<file path="config.mk">
export PLATFORM = sky130hd
export DESIGN_NAME = dead_reckoning_pose_integrator_unit_flat
export DESIGN_NICKNAME = d
export VERILOG_FILES = /design/src/hw/rtl/dri_pkg.sv /design/src/hw/rtl/dri_stream_if.sv /design/src/hw/rtl/dri_ctrl.sv /design/src/hw/rtl/dri_dpath.sv /design/src/hw/rtl/dead_reckoning_pose_integrator_unit.sv /design/src/flat_wrapper.sv
export SDC_FILE = /design/constraint.sdc
export NUM_CORES = 2
export LEC_CHECK = 0
export BUFFER_PORTS_ARGS = -buffer_cell sky130_fd_sc_hd__buf_4
export CAP_MARGIN = 20
export CORE_UTILIZATION = 70
export CTS_BUF_LIST = sky130_fd_sc_hd__clkbuf_4
export CTS_CLUSTER_DIAMETER = 100
export DETAILED_ROUTE_END_ITERATION = 10
export HOLD_SLACK_MARGIN = 0.03
export PLACE_DENSITY = 0.88
export SYNTH_ARGS = -nofsm -noshare
export SYNTH_HDL_FRONTEND = slang
export SYNTH_HIERARCHICAL = 1
export SYNTH_SLANG_ARGS = --single-unit
</file>
<file path="constraint.sdc">
create_clock -name clk_i -period 18.08 [get_ports clk_i]
set_input_delay 1.808 -clock clk_i [delete_from_list [all_inputs] [get_ports clk_i]]
set_output_delay 1.808 -clock clk_i [all_outputs]
set_load 0.01 [all_outputs]
</file>
<file path="src/hw/rtl/dri_pkg.sv">
package dri_pkg;

  localparam logic [32:0] KANG  = 33'd341782638;
  localparam logic [33:0] KGAIN = 34'd652032874;

  typedef struct packed {
    logic               start_flag;
    logic signed [15:0] speed;
    logic signed [15:0] turn_rate;
    logic [31:0]        sample_time;
  } dri_in_t;

  typedef struct packed {
    logic signed [31:0] pos_x;
    logic signed [31:0] pos_y;
    logic signed [31:0] heading;
  } dri_out_t;

  typedef enum logic [2:0] {
    MUL_YAW_DT,
    MUL_SPD_DT,
    MUL_P_LO,
    MUL_P_HI,
    MUL_COS,
    MUL_SIN
  } dri_mul_sel_e;

  typedef enum logic [3:0] {
    S_IDLE,
    S_MUL_YAW,
    S_MUL_SPD,
    S_MUL_KLO,
    S_MUL_KHI,
    S_HEAD,
    S_CORDIC_INIT,
    S_CORDIC,
    S_MUL_COS,
    S_MUL_SIN,
    S_ACC_X,
    S_ACC_Y,
    S_DONE
  } dri_state_e;

  typedef struct packed {
    logic         load;
    logic         mul_en;
    dri_mul_sel_e mul_sel;
    logic         st_p;
    logic         st_travel;
    logic         st_klo;
    logic         st_head;
    logic         cordic_init;
    logic         cordic_step;
    logic         st_d;
    logic         acc_x;
    logic         acc_y;
    logic         out_load;
  } dri_cmd_t;

  typedef struct packed {
    logic start;
    logic cordic_last;
  } dri_sts_t;

  // atan(2^-i) as a binary angle, full turn is 2^32
  function automatic logic [31:0] dri_atan(input logic [4:0] idx);
    logic [31:0] r;
    case (idx)
      5'd0:  r = 32'd536870912;
      5'd1:  r = 32'd316933406;
      5'd2:  r = 32'd167458907;
      5'd3:  r = 32'd85004756;
      5'd4:  r = 32'd42667331;
      5'd5:  r = 32'd21354465;
      5'd6:  r = 32'd10679838;
      5'd7:  r = 32'd5340245;
      5'd8:  r = 32'd2670163;
      5'd9:  r = 32'd1335087;
      5'd10: r = 32'd667544;
      5'd11: r = 32'd333772;
      5'd12: r = 32'd166886;
      5'd13: r = 32'd83443;
      5'd14: r = 32'd41722;
      5'd15: r = 32'd20861;
      5'd16: r = 32'd10430;
      5'd17: r = 32'd5215;
      5'd18: r = 32'd2608;
      5'd19: r = 32'd1304;
      5'd20: r = 32'd652;
      5'd21: r = 32'd326;
      5'd22: r = 32'd163;
      5'd23: r = 32'd81;
      5'd24: r = 32'd41;
      5'd25: r = 32'd20;
      5'd26: r = 32'd10;
      5'd27: r = 32'd5;
      5'd28: r = 32'd3;
      5'd29: r = 32'd1;
      default: r = 32'd0;
    endcase
    return r;
  endfunction

endpackage

</file>
<file path="src/hw/rtl/dri_stream_if.sv">
interface dri_stream_if #(
  parameter type payload_t = logic
) ();
  logic     valid;
  logic     ready;
  payload_t payload;

  modport source (output valid, output payload, input ready);
  modport sink   (input valid, input payload, output ready);
endinterface

</file>
<file path="src/hw/rtl/dri_ctrl.sv">
module dri_ctrl (
  input  logic              clk_i,
  input  logic              rst_ni,
  input  logic              in_valid_i,
  output logic              in_ready_o,
  output logic              out_valid_o,
  input  logic              out_ready_i,
  input  dri_pkg::dri_sts_t sts_i,
  output dri_pkg::dri_cmd_t cmd_o
);
  import dri_pkg::*;

  dri_state_e state_q, state_d;
  logic       out_valid_q, out_valid_d;

  always_ff @(posedge clk_i or negedge rst_ni) begin
    if (!rst_ni) begin
      state_q     <= S_IDLE;
      out_valid_q <= 1'b0;
    end else begin
      state_q     <= state_d;
      out_valid_q <= out_valid_d;
    end
  end

  always_comb begin
    state_d       = state_q;
    cmd_o         = '0;
    cmd_o.mul_sel = MUL_YAW_DT;
    in_ready_o    = 1'b0;
    out_valid_d   = out_valid_q;
    if (out_valid_q && out_ready_i) begin
      out_valid_d = 1'b0;
    end
    case (state_q)
      S_IDLE: begin
        in_ready_o = 1'b1;
        if (in_valid_i) begin
          cmd_o.load = 1'b1;
          state_d    = sts_i.start ? S_DONE : S_MUL_YAW;
        end
      end
      S_MUL_YAW: begin
        cmd_o.mul_en  = 1'b1;
        cmd_o.mul_sel = MUL_YAW_DT;
        state_d       = S_MUL_SPD;
      end
      S_MUL_SPD: begin
        cmd_o.mul_en  = 1'b1;
        cmd_o.mul_sel = MUL_SPD_DT;
        cmd_o.st_p    = 1'b1;
        state_d       = S_MUL_KLO;
      end
      S_MUL_KLO: begin
        cmd_o.mul_en    = 1'b1;
        cmd_o.mul_sel   = MUL_P_LO;
        cmd_o.st_travel = 1'b1;
        state_d         = S_MUL_KHI;
      end
      S_MUL_KHI: begin
        cmd_o.mul_en  = 1'b1;
        cmd_o.mul_sel = MUL_P_HI;
        cmd_o.st_klo  = 1'b1;
        state_d       = S_HEAD;
      end
      S_HEAD: begin
        cmd_o.st_head = 1'b1;
        state_d       = S_CORDIC_INIT;
      end
      S_CORDIC_INIT: begin
        cmd_o.cordic_init = 1'b1;
        state_d           = S_CORDIC;
      end
      S_CORDIC: begin
        cmd_o.cordic_step = 1'b1;
        if (sts_i.cordic_last) begin
          state_d = S_MUL_COS;
        end
      end
      S_MUL_COS: begin
        cmd_o.mul_en  = 1'b1;
        cmd_o.mul_sel = MUL_COS;
        state_d       = S_MUL_SIN;
      end
      S_MUL_SIN: begin
        cmd_o.mul_en  = 1'b1;
        cmd_o.mul_sel = MUL_SIN;
        cmd_o.st_d    = 1'b1;
        state_d       = S_ACC_X;
      end
      S_ACC_X: begin
        cmd_o.acc_x = 1'b1;
        cmd_o.st_d  = 1'b1;
        state_d     = S_ACC_Y;
      end
      S_ACC_Y: begin
        cmd_o.acc_y = 1'b1;
        state_d     = S_DONE;
      end
      S_DONE: begin
        // wait until the output register is free
        if (!out_valid_q || out_ready_i) begin
          cmd_o.out_load = 1'b1;
          out_valid_d    = 1'b1;
          state_d        = S_IDLE;
        end
      end
      default: begin
        state_d = S_IDLE;
      end
    endcase
  end

  assign out_valid_o = out_valid_q;

  a_load_free: assert property (@(posedge clk_i) disable iff (!rst_ni)
    cmd_o.out_load |-> (!out_valid_q || out_ready_i))
    else $error("result loaded over a pending item");

  a_start_short: assert property (@(posedge clk_i) disable iff (!rst_ni)
    (in_valid_i && in_ready_o && sts_i.start) |=> (state_q == S_DONE))
    else $error("trajectory start did not skip the datapath");

  a_cordic_exit: assert property (@(posedge clk_i) disable iff (!rst_ni)
    (state_q == S_CORDIC && sts_i.cordic_last) |=> (state_q == S_MUL_COS))
    else $error("cordic did not hand over to the multiplier");

  a_out_after_load: assert property (@(posedge clk_i) disable iff (!rst_ni)
    cmd_o.out_load |=> out_valid_q)
    else $error("loaded result not shown");

endmodule

</file>
<file path="src/hw/rtl/dri_dpath.sv">
module dri_dpath #(
  parameter int CORDIC_STEPS = 16
) (
  input  logic              clk_i,
  input  logic              rst_ni,
  input  dri_pkg::dri_in_t  in_i,
  input  dri_pkg::dri_cmd_t cmd_i,
  output dri_pkg::dri_sts_t sts_o,
  output dri_pkg::dri_out_t out_o
);
  import dri_pkg::*;

  localparam int CntW = $clog2(CORDIC_STEPS);

  logic [31:0]        last_time_q;
  logic [31:0]        heading_q;
  logic signed [31:0] x_acc_q, y_acc_q;

  logic [31:0]        delta_q;
  logic signed [15:0] speed_q, turn_q;
  logic [48:0]        p_q;
  logic signed [32:0] travel_q;
  logic [31:0]        klo_q;
  logic signed [65:0] prod_q;
  logic signed [35:0] d_q;
  logic signed [33:0] cx_q, cy_q, z_q;
  logic               flip_q;
  logic [CntW-1:0]    cnt_q;
  dri_out_t           out_q;

  logic signed [32:0] mul_a, mul_b;
  logic signed [65:0] mul_p;
  logic signed [33:0] cos_w, sin_w;
  logic signed [49:0] tr_sum;
  logic signed [65:0] rn_sum;
  logic [65:0]        k_sum;
  logic [31:0]        ang_plus, ang_fold;
  logic               fold;
  logic signed [33:0] atan_w;

  function automatic logic signed [31:0] sat_add(input logic signed [31:0] acc,
                                                input logic signed [35:0] d);
    logic signed [36:0] s;
    logic signed [31:0] r;
    s = 37'(acc) + 37'(d);
    if (s > 37'sd2147483647) begin
      r = 32'sh7fffffff;
    end else if (s < -37'sd2147483648) begin
      r = 32'sh80000000;
    end else begin
      r = s[31:0];
    end
    return r;
  endfunction

  assign cos_w = flip_q ? -cx_q : cx_q;
  assign sin_w = flip_q ? -cy_q : cy_q;

  always_comb begin
    case (cmd_i.mul_sel)
      MUL_YAW_DT: begin
        mul_a = 33'(turn_q);
        mul_b = $signed({1'b0, delta_q});
      end
      MUL_SPD_DT: begin
        mul_a = 33'(speed_q);
        mul_b = $signed({1'b0, delta_q});
      end
      MUL_P_LO: begin
        mul_a = $signed({1'b0, p_q[31:0]});
        mul_b = $signed(KANG);
      end
      MUL_P_HI: begin
        mul_a = $signed({{16{p_q[48]}}, p_q[48:32]});
        mul_b = $signed(KANG);
      end
      MUL_COS: begin
        mul_a = travel_q;
        mul_b = cos_w[32:0];
      end
      MUL_SIN: begin
        mul_a = travel_q;
        mul_b = sin_w[32:0];
      end
      default: begin
        mul_a = '0;
        mul_b = '0;
      end
    endcase
  end

  assign mul_p = mul_a * mul_b;

  // round half away from zero: add half, minus one for negative values, then floor
  assign tr_sum = $signed({prod_q[48], prod_q[48:0]}) + 50'sd32767
                + $signed({49'd0, ~prod_q[48]});
  assign rn_sum = prod_q + 66'sd536870911 + $signed({65'd0, ~prod_q[65]});
  assign k_sum  = prod_q + 66'sd2147483648;

  assign ang_plus = heading_q + 32'h4000_0000;
  assign fold     = ang_plus[31];
  assign ang_fold = fold ? heading_q + 32'h8000_0000 : heading_q;
  assign atan_w   = $signed({2'b00, dri_atan(5'(cnt_q))});

  always_ff @(posedge clk_i or negedge rst_ni) begin
    if (!rst_ni) begin
      last_time_q <= '0;
      heading_q   <= '0;
      x_acc_q     <= '0;
      y_acc_q     <= '0;
    end else begin
      if (cmd_i.load) begin
        last_time_q <= in_i.sample_time;
        if (in_i.start_flag) begin
          heading_q <= '0;
          x_acc_q   <= '0;
          y_acc_q   <= '0;
        end
      end
      if (cmd_i.st_head) begin
        heading_q <= heading_q + klo_q + prod_q[31:0];
      end
      if (cmd_i.acc_x) begin
        x_acc_q <= sat_add(x_acc_q, d_q);
      end
      if (cmd_i.acc_y) begin
        y_acc_q <= sat_add(y_acc_q, d_q);
      end
    end
  end

  always_ff @(posedge clk_i) begin
    if (cmd_i.load) begin
      delta_q <= in_i.sample_time - last_time_q;
      speed_q <= in_i.speed;
      turn_q  <= in_i.turn_rate;
    end
    if (cmd_i.mul_en) begin
      prod_q <= mul_p;
    end
    if (cmd_i.st_p) begin
      p_q <= prod_q[48:0];
    end
    if (cmd_i.st_travel) begin
      travel_q <= tr_sum[48:16];
    end
    if (cmd_i.st_klo) begin
      klo_q <= k_sum[63:32];
    end
    if (cmd_i.st_d) begin
      d_q <= rn_sum[65:30];
    end
    if (cmd_i.cordic_init) begin
      cx_q   <= $signed(KGAIN);
      cy_q   <= '0;
      z_q    <= 34'($signed(ang_fold));
      flip_q <= fold;
      cnt_q  <= '0;
    end else if (cmd_i.cordic_step) begin
      if (!z_q[33]) begin
        cx_q <= cx_q - (cy_q >>> cnt_q);
        cy_q <= cy_q + (cx_q >>> cnt_q);
        z_q  <= z_q - atan_w;
      end else begin
        cx_q <= cx_q + (cy_q >>> cnt_q);
        cy_q <= cy_q - (cx_q >>> cnt_q);
        z_q  <= z_q + atan_w;
      end
      cnt_q <= cnt_q + 1'b1;
    end
    if (cmd_i.out_load) begin
      out_q.pos_x   <= x_acc_q;
      out_q.pos_y   <= y_acc_q;
      out_q.heading <= heading_q;
    end
  end

  assign sts_o.start       = in_i.start_flag;
  assign sts_o.cordic_last = (cnt_q == CntW'(CORDIC_STEPS - 1));
  assign out_o             = out_q;

endmodule

</file>
<file path="src/hw/rtl/dead_reckoning_pose_integrator_unit.sv">
// a normal sample passes the yaw, speed and scale multiplies, the heading update, the
// one-step-a-cycle cordic, the cos and sin multiplies and the x and y sums before its pose
// is loaded: six passes through the shared 33x33 multiplier; the next sample waits for idle
// a trajectory start sample skips the datapath and shows a zero pose
// a new sample is accepted while the previous pose still waits on the output
// reset (rst_ni low, asynchronous) clears time, heading and position to zero
module dead_reckoning_pose_integrator_unit #(
  parameter int CORDIC_STEPS = 16
) (
  input  logic         clk_i,
  input  logic         rst_ni,
  dri_stream_if.sink   sample_i,
  dri_stream_if.source pose_o
);
  import dri_pkg::*;

  dri_cmd_t cmd;
  dri_sts_t sts;
  dri_in_t  in_data;
  dri_out_t out_data;

  assign in_data = sample_i.payload;

  dri_ctrl u_ctrl (
    .clk_i       (clk_i),
    .rst_ni      (rst_ni),
    .in_valid_i  (sample_i.valid),
    .in_ready_o  (sample_i.ready),
    .out_valid_o (pose_o.valid),
    .out_ready_i (pose_o.ready),
    .sts_i       (sts),
    .cmd_o       (cmd)
  );

  dri_dpath #(
    .CORDIC_STEPS (CORDIC_STEPS)
  ) u_dpath (
    .clk_i  (clk_i),
    .rst_ni (rst_ni),
    .in_i   (in_data),
    .cmd_i  (cmd),
    .sts_o  (sts),
    .out_o  (out_data)
  );

  assign pose_o.payload = out_data;

endmodule

</file>
<file path="src/flat_wrapper.sv">
// flat-port wrapper written by rule: the top's interface ports become plain ports
module dead_reckoning_pose_integrator_unit_flat import dri_pkg::*;
#(
  parameter int CORDIC_STEPS = 16
)
  (clk_i, rst_ni, sample_i_valid, sample_i_payload, sample_i_ready, pose_o_valid, pose_o_payload, pose_o_ready);
  dri_stream_if #(.payload_t(dri_in_t)) sample_i_i ();
  dri_stream_if #(.payload_t(dri_out_t)) pose_o_i ();
  input  logic clk_i;
  input  logic rst_ni;
  input wire logic [$bits(sample_i_i.valid)-1:0] sample_i_valid;
  input wire logic [$bits(sample_i_i.payload)-1:0] sample_i_payload;
  output wire logic [$bits(sample_i_i.ready)-1:0] sample_i_ready;
  output wire logic [$bits(pose_o_i.valid)-1:0] pose_o_valid;
  output wire logic [$bits(pose_o_i.payload)-1:0] pose_o_payload;
  input wire logic [$bits(pose_o_i.ready)-1:0] pose_o_ready;
  assign sample_i_i.valid = sample_i_valid;
  assign sample_i_i.payload = sample_i_payload;
  assign sample_i_ready = sample_i_i.ready;
  assign pose_o_valid = pose_o_i.valid;
  assign pose_o_payload = pose_o_i.payload;
  assign pose_o_i.ready = pose_o_ready;
  dead_reckoning_pose_integrator_unit #(.CORDIC_STEPS(CORDIC_STEPS)) u_core (.clk_i(clk_i), .rst_ni(rst_ni), .sample_i(sample_i_i), .pose_o(pose_o_i));
endmodule
</file>
# --- Word level (Yosys, flattened, before mapping) ---
# Memories as Yosys holds them, arrays and structs flattened. A register that Yosys moved wholly into a read port is not among the register bits.
# Index checks and enable logic that the tools add are counted.
word_totals:
  regBits: 616
  latch_bits: 0
  mem_bits_rw: 0
  romBits: 480
  inputBits: 69
  elab_cells: 138
  memories: 1
classes:
  addsub: 21
  multipliers: 1
  div: 0
  magnitude_cmp: 4
  n_eq_ne: 21
  shift: 2
  muxes: 44
  bitwise_logic: 2
  n_reduce_logical: 20
mem_list:
  columns: ["name", "words", "width", "rd", "rd_clocked_by_memory_dff", "wr", "line_no", "source"]
  rows:
  - ["(no name shown)", 16, 30, 1, 1, 0, "dri_pkg.sv:68", "case (idx)"]
op_table:
  columns: ["op", "n"]
  rows:
  - ["two-way mux 32 bit", 10]
  - ["two-way mux 34 bit", 5]
  - ["one-hot mux 33 bit (5 select lines)", 1]
  - ["one-hot mux 33 bit (4 select lines)", 1]
  - ["adder 32 x 36 -> 37 bit", 2]
  - ["> comparator 37 x 32 -> 1 bit, second input constant", 2]
  - ["less-than comparator 37 x 32 -> 1 bit, second input constant", 2]
  - ["adder 34 bit", 2]
  - [">>> shifter 34 x 4 -> 34 bit", 2]
  - ["subtractor 34 bit", 2]
  - ["adder 66 x 2 -> 66 bit", 1]
  - ["adder 66 x 30 -> 66 bit, second input constant", 1]
  - ["multiplier 33 x 33 -> 66 bit", 1]
  - ["two-way mux 33 bit", 2]
  - ["negator 33 bit", 2]
  - ["adder 32 bit", 2]
  - ["adder 64 x 33 -> 64 bit, second input constant", 1]
  - ["one-hot mux 4 bit (13 select lines)", 1]
  - ["adder 49 x 16 -> 49 bit, second input constant", 1]
  - ["adder 49 x 2 -> 49 bit", 1]
  - ["adder 34 x 33 -> 34 bit", 1]
  - ["subtractor 34 x 33 -> 34 bit", 1]
  - ["adder 32 x 31 -> 32 bit, second input constant", 1]
  - ["adder 32 bit, second input constant", 1]
  - ["other kinds (24)", 69]

# --- Logic depth before layout (Yosys ltp) ---
logic_depth:
  depth_word: 6
  ltp_mapped: 41
  ltp_nobuf: 39

# --- Hierarchy ---
# Netlist, hierarchy kept.
by_module_without_submodules:
  columns: ["mod", "n_inst", "cells_each", "area_each_um2", "seq_area_each_um2"]
  rows:
  - ["dri_dpath", 1, 8726, 82082.5, 17586.9]
  - ["dri_ctrl", 1, 57, 467.9, 125.1]

# --- Worst setup path before layout ---
# No wires, ideal clock.
synth_timing:
  path_type: "flip-flop to flip-flop"
  startpoint: "register u_core.u_ctrl.state_q[1]"
  endpoint: "register u_core.u_dpath.prod_q[54] (data pin)"
  setup_ps: 262
  arrival_time_ps: 10013
  t_required_ps: 17818
  setup_slack_ps: 7806
  stages_incl_launch_ff: 39
  n_path_buf: 6
  path_cell_list: "dfrtp_1 buf_6 or2b_1 mux2_2 o22ai_1 buf_1 clkbuf_1 clkbuf_1 nor2_1 a211oi_1 a21oi_1 nor2_1 clkbuf_1 nand2_1 fa_1 inv_1 fa_1 fa_1 [3 not listed] inv_1 fa_1 fa_1 inv_1 fa_1 inv_1 ha_1 and2_1 clkbuf_1 a221oi_1 o221ai_1 or4b_2 o21ai_0 a21boi_1 a311o_1 a21oi_1 o21ai_1 xor2_1"
synth_rtl:
  columns: ["item", "line_no", "source"]
  rows:
  - ["start: declaration", "dri_ctrl.sv:13", "dri_state_e state_q, state_d;"]
  - ["start signal: assignment", "dri_ctrl.sv:21", "state_q <= state_d;"]
  - ["end signal: assignment", "dri_dpath.sv:139", "prod_q <= mul_p;"]
  - ["end: declaration", "dri_dpath.sv:24", "logic signed [65:0] prod_q;"]

==> metrics <==
status=completed; final hold vios=0; first-pass detailed-route iteration total=10; Slew Limit Fails=0; post-route setup TNS=0 ps; Final ANT Viol Nets=0; Synth warnings=6; core area=117000 sq um; syn nets=10500; synthesized flop and latch total=646; number of gates resized after cts=0; layer carrying the most global-route usage=met2; Setup Fix Bufs, Post-CTS=0; die area=119000 sq um; FF+latch area=17700 sq um; DR iter-0 viols=8449; achievable clock frequency=a little over 80 MHz; average size of a mapped cell=approximately 9.4 sq um; initial core utilization=70.8%; final hold slack=487 ps; Layout area overhead=6.36%; port bufs=166; CP Capture Type=flip-flop; Crit Path Max Fanout=48; top_reg_cell synth=edfxtp_1; Max-Cap Viols=0; worst setup path class=flip-flop to flip-flop; die width=345 um; Max stage delay on crit path=750 ps; Post-DP HPWL=a little under 200 mm; Final WS setup=5780 ps; Synth Instances=8783; gr usage total=43.0%; Total Nets Final=10500; worst rel slew slack=~22%; met3 track demand over resource=between 10% and 20%; Num CTS Buffers=174; Reg clk slew, reported paths=70 ps; CTS tree=built; initial antenna violation count=13; chip height=345 um; Required @ worst endpoint=18880 ps; async set-reset flop share out of synthesis=about a fifth; multi-input logic area=58400 sq um; Avg Vias per Cell=6.48; CTS H-tree depth=4; period utilization=about two thirds; Placement Setup Slack=5970 ps; CTS Buffer Depth=3; slowest stage cell, crit path=clkinv_1; hold_buf cts=0; grt ovf=0; commonest non-fill, non-tap cell in the layout=inv_1; number of global-route vias before repair=70200; clock skew=about 120 ps; critical path arrival=around 13000 ps; largest net degree at the start of global routing=between 90 and 100; most frequent cells in the layout=inv_1, fa_1, nand2_1, nor2_1, ha_1; DRC=0; min Tclk post-route=12300 ps; met1 Usage GRT=53.8%; RD Place Congestion=slightly above 1; mapped cell area=82600 sq um; FILL cells=7962; root buf cell=clkbuf_4; Slew @ Worst Pin=1170 ps; post-synthesis cell type count=115; met2 usage=66.0%; CTS sink count=646; Seq/Total Area, Yosys=21.5%; Worst Setup Start Kind=flip-flop; unrepaired setup endpoints after global routing=no; worst skew pair latency=1160 ps; Worst Hold Class=flip-flop to flip-flop; Setup Viol. Count Final=0; cell mode on critical path=fa_1; Post-synth EDFFs=411; Routed wire per std cell=24.2 um; final wirelength=approximately 250 mm; # IOs=approximately 170; row cnt=125; first-pass GRT wire length=slightly below 400 mm; via count=68100; share of cells above drive strength 1=approximately a tenth
-- Yosys cell counts (59+ instances only) --
library cell  count  area share [%]
inv_1          1317             6.0
fa_1           1183              29
nand2_1        1141             5.2
nor2_1          667             3.0
ha_1            463             7.0
edfxtp_1        411              15
clkbuf_1        367             1.7
a21oi_1         348             2.1
o21ai_0         318             1.9
xnor2_1         302             3.2
xor2_1          210             2.2
dfrtp_1         133             4.0
a21o_1          130             1.2
nor3_1          123            0.75
mux2i_1         120             1.5
dfxtp_1         102             2.5
nand3_1          95            0.58
and2_1           82            0.62
nand2b_1         75            0.57
o211ai_1         68            0.62
mux4_2           67             1.8
and3_1           59            0.45
-- worst max-delay path, delay by kind of cell, from the launching register on --
family,cells,cell delay (ps)
buffers and inverters,9,2160
multiplexers,2,520
AO/OA/AOI/OAI,7,2080
AND/OR/NAND/NOR,8,2160
flip-flops,1,540
adder cells (fa/ha/maj),9,4450
-- area by class of cell --
type | count | area share, %
antenna | 11 | 0.0313
clock buffer | 253 | 2.16
clock inverter | 71 | 0.567
inverter | 1326 | 5.67
multi-input combinational | 6351 | 66.5
sequential | 646 | 20.2
tap | 1524 | 2.17
timing repair buffer | 317 | 2.74
-- logic make-up after synthesis --
| family | synth area share [%] |
|---|---|
| simple gates | 13.6 |
| buf+inv | 8.33 |
| fa+ha+maj | 35.7 |
| compound gates | 11.6 |
| flops | 21.5 |
| xor+xnor | 5.43 |
| mux | 3.95 |
-- worst paths after layout --
path / from / end / slack (ps) / cells after the start
setup / recovery: u_core/u_ctrl/state_q[1] / u_core/u_dpath/prod_q[62] / 5780 / 35
hold / removal: u_core/u_dpath/x_acc_q[5] / u_core/u_dpath/out_o[69] / 490 / 0
setup reg to reg: u_core/u_ctrl/state_q[1] / u_core/u_dpath/prod_q[62] / 5780 / 35
hold reg to reg: u_core/u_dpath/x_acc_q[5] / u_core/u_dpath/out_o[69] / 490 / 0
max in group asynchronous: rst_ni / u_core/u_dpath/last_time_q[2] / 15960 / 2
min in group asynchronous: rst_ni / u_core/u_dpath/y_acc_q[17] / 780 / 1
-- state kept, by name, summed over array words and instances, names as in the netlist --
signal	cells
u_core/u_dpath/d_q	36
u_core/u_dpath/last_time_q	32
u_core/u_dpath/prod_q	66
u_core/u_dpath/heading_q	32
u_core/u_dpath/delta_q	32
u_core/u_dpath/z_q	34
u_core/u_dpath/atan_w	30
u_core/u_dpath/cnt_q	4
u_core/u_dpath/speed_q	16
u_core/u_dpath/p_q	49
u_core/u_dpath/cx_q	34
u_core/u_dpath/cy_q	34
u_core/u_dpath/travel_q	33
u_core/u_dpath/out_o	96
u_core/u_dpath/turn_q	16
u_core/u_ctrl/state_q	4
u_core/u_dpath/flip_q	1
u_core/u_ctrl/out_valid_o	1
u_core/u_dpath/y_acc_q	32
u_core/u_dpath/x_acc_q	32
u_core/u_dpath/klo_q	32
-- layer usage --
layer,up-vias,share of wire [%]
met4,8,7.1
met3,1215,13
met2,4678,45
li1,29100,-
met5,-,0.023
met1,33100,35
-- per-stage QoR --
stage,std cells,utilization (%),cell area (sq um)
2_1_floorplan,8783,-,82600
3_3_place_gp,10200,73.3,85400
3_5_place_dp,10200,73.3,85400
4_1_cts,10500,75.3,87700
5_1_grt,10500,75.3,87800
6_report,10500,75.4,87800
Power is left out: the tool's default activity adds up to more than one toggle a clock period on the data nets, which glitch-free logic cannot reach.
